## config.mk

```make
export PLATFORM = sky130hd
export DESIGN_NAME = multi_button_click_detector_top
export DESIGN_NICKNAME = d
export VERILOG_FILES = /design/src/hw/rtl/mbcd_pkg.sv /design/src/hw/rtl/mbcd_cell.sv /design/src/hw/rtl/multi_button_click_detector_top.sv
export SDC_FILE = /design/constraint.sdc
export NUM_CORES = 1
export LEC_CHECK = 0
export ABC_AREA = 1
export BUFFER_PORTS_ARGS = -buffer_cell sky130_fd_sc_hd__buf_2
export CORE_MARGIN = 2
export CORE_UTILIZATION = 64
export DETAILED_ROUTE_END_ITERATION = 12
export GPL_TIMING_DRIVEN = 0
export PLACE_DENSITY = 0.84
export SYNTH_ARGS = -nofsm -noshare
export SYNTH_HDL_FRONTEND = slang
export SYNTH_SLANG_ARGS = --single-unit
export TNS_END_PERCENT = 100
```

## constraint.sdc

```tcl
create_clock -name clk -period 3.95 [get_ports clk]
set_input_delay 0.1975 -clock clk [delete_from_list [all_inputs] [get_ports clk]]
set_output_delay 0.1975 -clock clk [all_outputs]
set_load 0.005 [all_outputs]
```

## src/hw/rtl/mbcd_pkg.sv

```systemverilog
// Shared types and constants for the multi-button click detector.
// Used by mbcd_cell and multi_button_click_detector_top; depends on nothing else.
package mbcd_pkg;

  localparam int BUTTONS    = 4;
  localparam int TIMER_BITS = 16;
  localparam int COUNT_BITS = 4;

  // Widths of the ports.
  localparam int RAW_BITS       = 4;
  localparam int CFG_BITS       = 16;
  localparam int CFG_INDEX_BITS = 2;
  localparam int INDEX_OUT_BITS = 2;
  localparam int COUNT_OUT_BITS = 4;

  localparam int BUTTON_IDX_BITS = (BUTTONS > 1) ? $clog2(BUTTONS) : 1;
  localparam int CMP_BITS        = (TIMER_BITS > CFG_BITS) ? TIMER_BITS : CFG_BITS;

  localparam logic [TIMER_BITS-1:0] TIMER_MAX = '1;
  localparam logic [COUNT_BITS-1:0] COUNT_MAX = '1;

  // Reset values of the configuration registers.
  localparam logic [CFG_BITS-1:0] DEBOUNCE_RESET = CFG_BITS'(20);
  localparam logic [CFG_BITS-1:0] LONG_RESET     = CFG_BITS'(1000);
  localparam logic [CFG_BITS-1:0] GAP_RESET      = CFG_BITS'(300);
  localparam logic                PRESSED_RESET  = 1'b0;

  typedef enum logic [CFG_INDEX_BITS-1:0] {
    CFG_DEBOUNCE_TICKS    = 2'd0,
    CFG_LONG_PRESS_TICKS  = 2'd1,
    CFG_RELEASE_GAP_TICKS = 2'd2,
    CFG_PRESSED_LEVEL     = 2'd3
  } cfg_index_t;

  typedef enum logic {
    EVT_LONG  = 1'b0,
    EVT_SHORT = 1'b1
  } event_kind_t;

  // Thresholds as the cells see them; zero is already replaced by one.
  typedef struct packed {
    logic [CFG_BITS-1:0] debounce_ticks;
    logic [CFG_BITS-1:0] long_press_ticks;
    logic [CFG_BITS-1:0] release_gap_ticks;
    logic                pressed_level;
  } cell_cfg_t;

  // Event word that travels along the row of cells.
  typedef struct packed {
    logic                       taken;
    logic [BUTTON_IDX_BITS-1:0] index;
    event_kind_t                kind;
    logic [COUNT_BITS-1:0]      count;
  } chain_t;

endpackage

```

## src/hw/rtl/mbcd_cell.sv

```systemverilog
// One button cell: debounce counter, hold timer and click counter.
// Depends on mbcd_pkg; instantiated in a row by multi_button_click_detector_top.
module mbcd_cell (
  input  logic                                clk,
  input  logic                                rst,
  input  logic                                step,
  input  logic                                lvl,
  input  logic [mbcd_pkg::BUTTON_IDX_BITS-1:0] cell_index,
  input  mbcd_pkg::cell_cfg_t                 cfg,
  input  mbcd_pkg::chain_t                    chain_in,
  output mbcd_pkg::chain_t                    chain_out
);

  logic                            stable;
  logic                            stable_next;
  logic [mbcd_pkg::COUNT_BITS-1:0] count;
  logic [mbcd_pkg::COUNT_BITS-1:0] count_next;
  logic [mbcd_pkg::TIMER_BITS-1:0] hold;
  logic [mbcd_pkg::TIMER_BITS-1:0] hold_next;
  logic [mbcd_pkg::TIMER_BITS-1:0] deb;
  logic [mbcd_pkg::TIMER_BITS-1:0] deb_next;
  logic [mbcd_pkg::TIMER_BITS-1:0] hold_inc;
  logic [mbcd_pkg::TIMER_BITS-1:0] deb_inc;
  logic                            qualifies;
  logic                            is_pressed;

  always_comb begin
    hold_inc    = (hold == mbcd_pkg::TIMER_MAX) ? hold : hold + 1'b1;
    deb_inc     = (deb == mbcd_pkg::TIMER_MAX) ? deb : deb + 1'b1;
    is_pressed  = (lvl == cfg.pressed_level);
    stable_next = stable;
    count_next  = count;
    hold_next   = hold_inc;
    deb_next    = '0;
    qualifies   = 1'b0;
    chain_out   = chain_in;

    if (lvl != stable) begin
      // Debounce pending: no event is checked on this tick.
      deb_next = deb_inc;
      if (mbcd_pkg::CMP_BITS'(deb_inc) >= mbcd_pkg::CMP_BITS'(cfg.debounce_ticks)) begin
        stable_next = lvl;
        hold_next   = '0;
        deb_next    = '0;
        if (is_pressed && count != mbcd_pkg::COUNT_MAX) begin
          count_next = count + 1'b1;
        end
      end
    end else if (count != '0) begin
      if (is_pressed) begin
        qualifies = mbcd_pkg::CMP_BITS'(hold_inc) >=
                    mbcd_pkg::CMP_BITS'(cfg.long_press_ticks);
      end else begin
        qualifies = mbcd_pkg::CMP_BITS'(hold_inc) >=
                    mbcd_pkg::CMP_BITS'(cfg.release_gap_ticks);
      end
    end

    // A lower button already claimed this tick; this one keeps its count.
    if (qualifies && !chain_in.taken) begin
      chain_out.taken = 1'b1;
      chain_out.index = cell_index;
      if (is_pressed) begin
        chain_out.kind  = mbcd_pkg::EVT_LONG;
        chain_out.count = mbcd_pkg::COUNT_BITS'(1);
      end else begin
        chain_out.kind  = mbcd_pkg::EVT_SHORT;
        chain_out.count = count;
      end
      count_next = '0;
    end
  end

  always_ff @(posedge clk) begin
    if (rst) begin
      stable <= ~mbcd_pkg::PRESSED_RESET;
      count  <= '0;
      hold   <= '0;
      deb    <= '0;
    end else if (step) begin
      stable <= stable_next;
      count  <= count_next;
      hold   <= hold_next;
      deb    <= deb_next;
    end
  end

endmodule

```

## src/hw/rtl/multi_button_click_detector_top.sv

```systemverilog
// Top level of the multi-button click detector: config registers, row of
// button cells and the output register. Depends on mbcd_pkg and mbcd_cell.
//
// Usage: every input word is one time tick carrying the raw levels of the
// buttons (raw_levels, bit i is button i). A word is accepted on a rising
// edge with in_valid high and in_stall low. For each tick the block sends
// at most one event word (button_index, event_kind, press_count), taken on
// an edge with out_valid high and out_stall low.
// The event caused by a tick is presented in the cycle after the tick is
// accepted. Throughput: one tick per cycle while in_stall is low; each button
// cell updates its timers in the cycle the tick is taken, and the priority
// among buttons ripples through the row of cells within that cycle.
// When the receiver stalls, the pending event stays in the output register
// and in_stall is raised in the same cycle, so no tick is taken until that
// event leaves; ticks that cause no event still flow only when the output
// register is free or being emptied.
// Reset (rst, synchronous) restores the default thresholds (debounce 20,
// long press 1000, release gap 300, pressed level 0), sets every button to
// released with zero counts and timers, and empties the output register.
// Configuration is written through cfg_write, cfg_index and cfg_data while
// the block is idle; a zero threshold behaves as one.
module multi_button_click_detector_top (
  input  logic                                 clk,
  input  logic                                 rst,
  input  logic                                 cfg_write,
  input  logic [mbcd_pkg::CFG_INDEX_BITS-1:0]  cfg_index,
  input  logic [mbcd_pkg::CFG_BITS-1:0]        cfg_data,
  input  logic                                 in_valid,
  output logic                                 in_stall,
  input  logic [mbcd_pkg::RAW_BITS-1:0]        raw_levels,
  output logic                                 out_valid,
  input  logic                                 out_stall,
  output logic [mbcd_pkg::INDEX_OUT_BITS-1:0]  button_index,
  output logic                                 event_kind,
  output logic [mbcd_pkg::COUNT_OUT_BITS-1:0]  press_count
);

  mbcd_pkg::cell_cfg_t             cfg;
  mbcd_pkg::chain_t                chain [mbcd_pkg::BUTTONS+1];
  logic [mbcd_pkg::BUTTONS-1:0]    raw_ext;
  logic [mbcd_pkg::CFG_BITS-1:0]   cfg_clamped;
  logic                            step;

  // Thresholds are stored with zero already replaced by one.
  assign cfg_clamped = (cfg_data == '0) ? mbcd_pkg::CFG_BITS'(1) : cfg_data;

  always_ff @(posedge clk) begin
    if (rst) begin
      cfg.debounce_ticks    <= mbcd_pkg::DEBOUNCE_RESET;
      cfg.long_press_ticks  <= mbcd_pkg::LONG_RESET;
      cfg.release_gap_ticks <= mbcd_pkg::GAP_RESET;
      cfg.pressed_level     <= mbcd_pkg::PRESSED_RESET;
    end else if (cfg_write) begin
      case (mbcd_pkg::cfg_index_t'(cfg_index))
        mbcd_pkg::CFG_DEBOUNCE_TICKS:    cfg.debounce_ticks    <= cfg_clamped;
        mbcd_pkg::CFG_LONG_PRESS_TICKS:  cfg.long_press_ticks  <= cfg_clamped;
        mbcd_pkg::CFG_RELEASE_GAP_TICKS: cfg.release_gap_ticks <= cfg_clamped;
        mbcd_pkg::CFG_PRESSED_LEVEL:     cfg.pressed_level     <= cfg_data[0];
        default: begin
        end
      endcase
    end
  end

  // The output register can take a new word when empty or being emptied.
  assign in_stall = out_valid && out_stall;
  assign step     = in_valid && !in_stall;
  assign raw_ext  = mbcd_pkg::BUTTONS'(raw_levels);

  // The head of the row sees no earlier claim.
  assign chain[0] = '0;

  for (genvar i = 0; i < mbcd_pkg::BUTTONS; i++) begin : g_cell
    mbcd_cell u_cell (
      .clk        (clk),
      .rst        (rst),
      .step       (step),
      .lvl        (raw_ext[i]),
      .cell_index (mbcd_pkg::BUTTON_IDX_BITS'(i)),
      .cfg        (cfg),
      .chain_in   (chain[i]),
      .chain_out  (chain[i+1])
    );
  end

  always_ff @(posedge clk) begin
    if (rst) begin
      out_valid <= 1'b0;
    end else if (step) begin
      out_valid <= chain[mbcd_pkg::BUTTONS].taken;
    end else if (!out_stall) begin
      out_valid <= 1'b0;
    end
  end

  always_ff @(posedge clk) begin
    if (step && chain[mbcd_pkg::BUTTONS].taken) begin
      button_index <= mbcd_pkg::INDEX_OUT_BITS'(chain[mbcd_pkg::BUTTONS].index);
      event_kind   <= chain[mbcd_pkg::BUTTONS].kind;
      press_count  <= mbcd_pkg::COUNT_OUT_BITS'(chain[mbcd_pkg::BUTTONS].count);
    end
  end

`ifndef NO_ASSERTIONS
  // An event never reports zero clicks.
  a_count_nonzero: assert property (@(posedge clk) disable iff (rst)
    out_valid |-> press_count != '0)
    else $error("event word with zero press count");

  // A long press always reports a single click.
  a_long_is_one: assert property (@(posedge clk) disable iff (rst)
    (out_valid && event_kind == mbcd_pkg::EVT_LONG) |-> press_count == 1)
    else $error("long press event with count other than one");

  // The output register reflects exactly whether the taken tick produced an event.
  a_step_result: assert property (@(posedge clk) disable iff (rst)
    (step && !rst) |=> out_valid == $past(chain[mbcd_pkg::BUTTONS].taken))
    else $error("output valid does not match the claim from the cell row");

  // A word in the output register is never dropped while the receiver stalls.
  a_hold_on_stall: assert property (@(posedge clk) disable iff (rst)
    (out_valid && out_stall) |=> (out_valid && $stable(button_index)
                                  && $stable(press_count)))
    else $error("pending event lost or changed under stall");
`endif

endmodule
```

==> summary.txt, run 1 <==
Global route
  • Vias in the first global route: 14700
  • Initial antenna violation count: 0
  • GRT Resource Usage Total: 35.2%
  • GRT overflow: 0
  • Largest net degree at the start of global routing: 15
  • First-pass GRT wire length: 73.3 mm

Drt
  • Routed len/inst: 17.4 um
  • Vias per cell: 5.93
  • Routed vias: 15800
  • Drt first-iter violations: 1440
  • WL final: 46.2 mm
  • Pre-antenna DRT Iters: 6
  • Antenna-violating nets left: 0
  • Drt drc: 0

Place
  • DP HPWL: 34.3 mm
  • Final RePlAce weighted congestion: 0.963
  • Port Buffers: 34

Clocking
  • Total CTS buffers: 24
  • TritonCTS clock tree: yes
  • Root buffer cell: clkbuf_16
  • Clk slew on worst S/H paths: 0.06 ns
  • H-tree Lvls: 1
  • Clock buffer depth: 3
  • Clk_lat worst skew: 0.54 ns
  • Sinks on Clock Net: 205

Yosys
  • Post-synthesis sequential element count: 205
  • Post-synth EDFFs: 7
  • Top_reg_cell synth: dfxtp_1
  • Post-synth top area cell: dfxtp_1
  • Post-synth top cells: 489 x nand2_1, 250 x inv_1, 240 x a21oi_1, 216 x nor2_1, 208 x ha_1
  • Async SR Flop Fraction: 0%
  • YS warnings: 0
  • Top-count cell post-synth: nand2_1
  • Register area share after synthesis: 26.7%
  • Post-synthesis cell area: 15600 sq um
  • Mapped Avg Cell Area: 7.01 sq um
  • Yosys top cell area share: 25.4%
  • Syn nets: 2462
  • Synthesized netlist cell count: 2227
  • Top post-synthesis cells by area: dfxtp_1 25%, ha_1 17%, nand2_1 12%
  • Synth cell types: 60

Cells and area
  • Share of cells above drive strength 1: 9.46%
  • Nets@finish: 2552
  • Filler instances: 1966
  • Area Growth Syn to Fin: 12.0%
  • Ant. Diodes: 0

Die
  • Die area: 25700 sq um
  • Core Area: 24100 sq um
  • Floorplan row count: 57
  • Io pins: 36
  • Die W: 160 um
  • Starting Density: 64.8%
  • Die Y: 160 um

Min path
  • Worst hold start: out_stall
  • Worst hold path class: in2reg
  • Hold path cells: 3
  • WHS Endpoint: out_valid

Critical path
  • Worst path required time: 4.22 ns
  • Crit Path Max Fanout: 6
  • R2r setup slk: 0.18 ns
  • Crit path kind: reg2reg
  • WP data arrival: 4.03 ns
  • Worst r2r src: g_cell[2].u_cell.hold[0]
  • Crit end category: flip-flop
  • RR Endpoint: press_count[1]
  • CP startpoint kind: flip-flop
  • R2R depth: 21

STA
  • Endpoints failing setup: 0
  • Final hold vios: 0
  • Slew HR: 40.3%
  • Max-slew violation count: 0
  • Clock skew: 0.0105 ns
  • TNS Setup: 0 ns
  • Peak Freq: 265 MHz
  • Fin crit share: 95.4%
  • Post-layout min period: 3.77 ns
  • Hold WS: 0.0230 ns
  • Worst slew pin tran: 0.889 ns

Status
  • Status: finished, final reports clean

Power
  • Worst VDD drop: 0.000330 V
  • Pwr Density: 300 nW/um^2
  • Leak pwr: 8.04 nW
  • Tot Pwr: 0.00526 W

Flow run
  • Max-cap viol count: 0
[how the worst max path moves through the flow]
stage / endpoint / cells after the start / slack, ns / startpoint
final: press_count[1] / 21 / 0.18 / g_cell[2].u_cell.hold[0]
after CTS: event_kind / 20 / 0.05 / g_cell[2].u_cell.hold[0]
after detailed placement: event_kind / 22 / 0.11 / g_cell[2].u_cell.hold[0]
after global routing: g_cell[1].u_cell.deb[6] / 22 / -0.002 / g_cell[1].u_cell.deb[0]
after floorplan: button_index[0] / 25 / 0.81 / g_cell[1].u_cell.hold[0]
after global placement: button_index[1] / 20 / 0.13 / g_cell[2].u_cell.hold[0]
[critical path, cell delays in order, from the launching register on]
cell and delay (ns):
dfxtp_1 0.39, ha_1 0.22, nand2_1 0.11, nor3_4 0.17
nand4_2 0.13, nor2_2 0.15, nand2_2 0.10, o21ai_0 0.58
ha_1 0.24, inv_1 0.04, o21bai_1 0.13, nand2_1 0.08
nand2_1 0.08, nand2_1 0.06, nand2_1 0.07, nand2_1 0.07
nand4_1 0.09, nand3_1 0.19, and3_1 0.26, buf_4 0.15
nand3_1 0.07, nand3_1 0.11
[per-stage QoR]
| step | util, % | cells | instance area [sq um] | setup WS [ns] |
|---|---|---|---|---|
| finish | 72.6 | 2659 | 17500 | 0.182 |
| global placement | 67.2 | 2585 | 16200 | 0.134 |
| detailed placement | 67.2 | 2585 | 16200 | 0.107 |
| CTS | 71.8 | 2651 | 17300 | 0.0493 |
| global route | 72.6 | 2659 | 17500 | -0.00173 |
| floorplan | - | 2227 | 15600 | 0.806 |
[registers in the layout, indices dropped and copies added, names as in the netlist, 2 cells and up]
signal	flops
g_cell.u_cell.deb	64
g_cell.u_cell.hold	64
cfg	49
g_cell.u_cell.count	16
g_cell.u_cell.stable	4
press_count	4
button_index	2
[final cells by class]
class / instances / area, sq um / area share [%]
well taps: 324 / 405 / 2.32
multi-input cells: 1693 / 10300 / 58.9
clock inverters: 15 / 253 / 1.44
repair buffers: 64 / 450 / 2.57
inverters: 273 / 1020 / 5.86
flip-flops and latches: 205 / 4180 / 23.9
clock buffers: 29 / 649 / 3.71
plain buffers: 56 / 240 / 1.37
[routing by layer]
layer | track usage (%) | part of all wire (%) | wire (um) | vias up
met5 | 0 | 0 | 0 | -
met4 | 22.3 | 7.1 | 3260 | 0
met3 | 4.88 | 7.3 | 3390 | 211
met2 | 59.3 | 46 | 21500 | 689
met1 | 42.2 | 39 | 18100 | 7239
li1 | - | - | - | 7627
[cell families after synthesis]
family,after synthesis,synth area share [%]
AND/OR/NAND/NOR,957,27.5
AO/OA/AOI/OAI,448,16.4
buffers and inverters,329,8.07
multiplexers,1,0.0641
adder cells (fa/ha/maj),208,16.7
flip-flops,205,26.7
XOR/XNOR,79,4.67
[cell usage in the layout (no fill, tap or decap), drive strengths merged, types with 7 or more instances in the layout]
cell type    instances
dfxtp              198
o21bai              10
ha                 208
a31oi                9
xor2                52
nor3                49
nor4                11
dlygate4sd3         22
buf                 52
o21ai               97
clkbuf              75
o211ai              10
xnor2               27
nor2               237
nand2              507
a22oi               61
edfxtp               7
a21oi              249
nand4               33
nand3              107
inv                272
[power by group]
part | internal [W] | total (W) | switching, W
clock network | 0.00157 | 0.00253 | 0.000960
registers | 0.00211 | 0.00214 | 0.0000274
logic | 0.000180 | 0.000585 | 0.000405
[repair_timing]
item / in CTS / in global routing
resized for setup: 0 / 29
setup buffers: 0 / 8
hold buffers: 22 / 0
endpoints found under the hold margin: 34 / 0
endpoints found under the setup margin: 0 / 98
Power figures use the tool's default switching activity.
==> inputs of run 2 (changes only) <==
==> constraint.sdc (replaced) <==
create_clock -name clk -period 4.25 [get_ports clk]
set_input_delay 0.2125 -clock clk [delete_from_list [all_inputs] [get_ports clk]]
set_output_delay 0.2125 -clock clk [all_outputs]
set_load 0.005 [all_outputs]
==> run 2 against run 1 <==
Effect of this change: via count is 0.89% lower; final cell count down 0.49%; power shrank 7.5%; global-route usage down 0.35 points; register-to-register slack better by 0.14 ns; combinational power shrank 9.2%; sequential cell count unchanged; sequential share of layout area up 0.29 points; first-iteration DRC count shrank 7.2%; clock skew about the same; sequential power shrank 7%; critical endpoint is now button_index[1].
==> summary.txt, run 2 (same netlist as run 1, synthesis figures left out) <==
Clocking
  • TritonCTS clock tree: yes
  • Clk_lat worst skew: 0.54 ns (about the same)
  • H-tree Lvls: 1 (unchanged)
  • Sinks on Clock Net: 205 (unchanged)
  • Clk slew on worst S/H paths: 0.06 ns (about the same)
  • Total CTS buffers: 24 (unchanged)
  • Root buffer cell: clkbuf_16
  • Clock buffer depth: 3 (unchanged)

STA
  • Endpoints failing setup: 0 (unchanged)
  • Max-slew violation count: 0 (unchanged)
  • Slew HR: 38.5% (-1.7 points)
  • TNS Setup: 0 ns (unchanged)
  • Worst slew pin tran: 0.915 ns (+0.0258 ns)
  • Clock skew: 0.0110 ns (+0.000442 ns)
  • Fin crit share: 92.5% (-2.9 points)
  • Post-layout min period: 3.93 ns (+0.164 ns)
  • Final hold vios: 0 (unchanged)
  • RSZ-0062 raised after global routing: false
  • Hold WS: 0.00909 ns (-0.0139 ns)
  • Peak Freq: 254 MHz (-4.2%)

Min path
  • Hold path cells: 3 (unchanged)
  • Worst hold path class: in2reg

Cells and area
  • Largest regs: g_cell.u_cell.deb: 64 flops, g_cell.u_cell.hold: 64 flops, cfg: 49 flops
  • Share of cells above drive strength 1: 8.44% (-1.0 points)
  • Filler instances: 2011 (+2.3%)
  • Area of the multi-input gates: 10200 sq um (-0.95%)
  • Nets@finish: 2539 (-0.51%)
  • Reg area: 4170 sq um (about the same)
  • Ant. Diodes: 0 (unchanged)
  • Final instance area: 17300 sq um (-1.2%)
  • Area Growth Syn to Fin: 10.6%
  • Most common cell after layout, fill and taps aside: nand2_1
  • Most frequent cells in the layout: 489 x nand2_1, 250 x inv_1, 240 x a21oi_1, 215 x nor2_1, 208 x ha_1

Critical path
  • Slowest cell on crit path: xnor2_1
  • CP delay by family, top: simple AND/OR/NAND/NOR gates
  • CP startpoint kind: flip-flop
  • WP data arrival: 4.19 ns (+0.16 ns)
  • R2R depth: 20 (-4.8%)
  • Crit path kind: reg2reg
  • CP dominant cell by count: nand2_1
  • Critical Path Stages: 20 (-4.8%)
  • Crit end category: flip-flop
  • R2r setup slk: 0.32 ns (+0.14 ns)
  • RR Endpoint: button_index[1]
  • Worst path max stage delay: 0.50 ns (-0.08 ns)
  • Crit Path Max Fanout: 7 (+1)
  • Critical Path End: button_index[1]
  • Worst r2r src: g_cell[2].u_cell.hold[0]
  • Worst path required time: 4.51 ns (+0.29 ns)
  • Worst path cell trace: ha_1, nand2_1, nor3_4, nand4_2, nor2_2, nand2_2, clkinv_1, nor2_2, nand3_1, xnor2_1, ha_1, a21oi_1, o21a_1, nand2_1, nand2_1, nand4_1, nand3_1, nand2_1, o21ai_1, inv_1
  • Setup crit start: g_cell[2].u_cell.hold[0]
  • CP Buf/Inv Count: 2 (unchanged)

Power
  • Leak pwr: 7.94 nW (-1.3%)
  • Pwr Density: 281 nW/um^2 (-6.4%)
  • Worst VDD drop: 0.000305 V (-7.4%)

Place
  • Port Buffers: 34 (unchanged)
  • Dpl cell area: 16200 sq um (unchanged)
  • Final RePlAce weighted congestion: 0.963 (unchanged)
  • DP HPWL: 34.3 mm (unchanged)

Die
  • Starting Density: 64.8% (unchanged)
  • Die area: 25700 sq um (unchanged)
  • Floorplan row count: 57 (unchanged)
  • Die W: 160 um (unchanged)
  • Core Area: 24100 sq um (unchanged)
  • Die Y: 160 um (unchanged)
  • Io pins: 36 (unchanged)

Drt
  • Antenna-violating nets left: 0 (unchanged)
  • Routed len/inst: 17.2 um (-0.97%)
  • WL final: 45.6 mm (-1.5%)
  • Drt drc: 0 (unchanged)
  • Pre-antenna DRT Iters: 5 (-1)
  • Drt first-iter violations: 1337 (-7.2%)
  • Routed vias: 15600 (-0.89%)
  • Vias per cell: 5.91 (-0.41%)

Global route
  • First-pass GRT wire length: 72.7 mm (-0.88%)
  • GRT Resource Usage Total: 34.8% (-0.35 points)
  • Vias in the first global route: 14700 (-0.67%)
  • GRT overflow: 0 (unchanged)
  • Largest net degree at the start of global routing: 15 (unchanged)
  • Initial antenna violation count: 0 (unchanged)

Status
  • Status: finished, final reports clean

Flow run
  • Max-cap viol count: 0 (unchanged)
## run 2: how the worst min path moves through the flow
stage,from,endpoint
after floorplan,raw_levels[3],g_cell[3].u_cell.stable
after global placement,cfg[22],cfg[22]
after detailed placement,g_cell[2].u_cell.stable,g_cell[2].u_cell.stable
after CTS,cfg_data[13],cfg[14]
after global routing,cfg_data[15],cfg[32]
final,cfg_data[15],cfg[16]
## run 2: area by class of cell
type                    instances  area share [%]
multi-input cells            1693            59.0
flip-flops and latches        205            24.2
inverters                     273            5.93
clock buffers                  29            3.76
well taps                     324            2.35
repair buffers                 51            1.95
clock inverters                15            1.46
plain buffers                  56            1.36
## run 2: layer usage
metal  routed length (um)  global-route usage [%]
met1                18000                    42.0
met2                21100                    59.5
met3                 3340                    4.81
met4                 3050                    20.1
met5                    0                       0
## run 2: what timing repair did
action,in CTS,in global routing
hold buffers,16,0
setup endpoints to repair,0,27
buffers inserted,0,1
gates resized for setup,0,4
hold endpoints to repair,22,0
## run 2: power by group
| group | switching [W] | internal (W) |
|---|---|---|
| logic | 0.000371 | 0.000160 |
| registers | 0.0000253 | 0.00196 |
| clock network | 0.000881 | 0.00146 |
## run 2: metrics by stage
stage / setup slack [ns] / power, W / cells / util (%)
floorplan: 1.11 / 0.00236 / 2227 / -
CTS: 0.349 / 0.00486 / 2645 / 71.6
global route: 0.0136 / 0.00500 / 2646 / 71.7
finish: 0.318 / 0.00486 / 2646 / 71.7
global placement: 0.434 / 0.00251 / 2585 / 67.2
detailed placement: 0.407 / 0.00253 / 2585 / 67.2
## run 2: worst register-to-register path, stage by stage, from the launching register on
cell and delay, ns:
dfxtp_1 0.34, ha_1 0.24, nand2_1 0.12, nor3_4 0.06, nand4_2 0.08, nor2_2 0.06
nand2_2 0.10, clkinv_1 0.11, nor2_2 0.22, nand3_1 0.12, xnor2_1 0.50, ha_1 0.36
a21oi_1 0.16, o21a_1 0.16, nand2_1 0.08, nand2_1 0.07, nand4_1 0.10, nand3_1 0.25
nand2_1 0.09, o21ai_1 0.24, inv_1 0.21
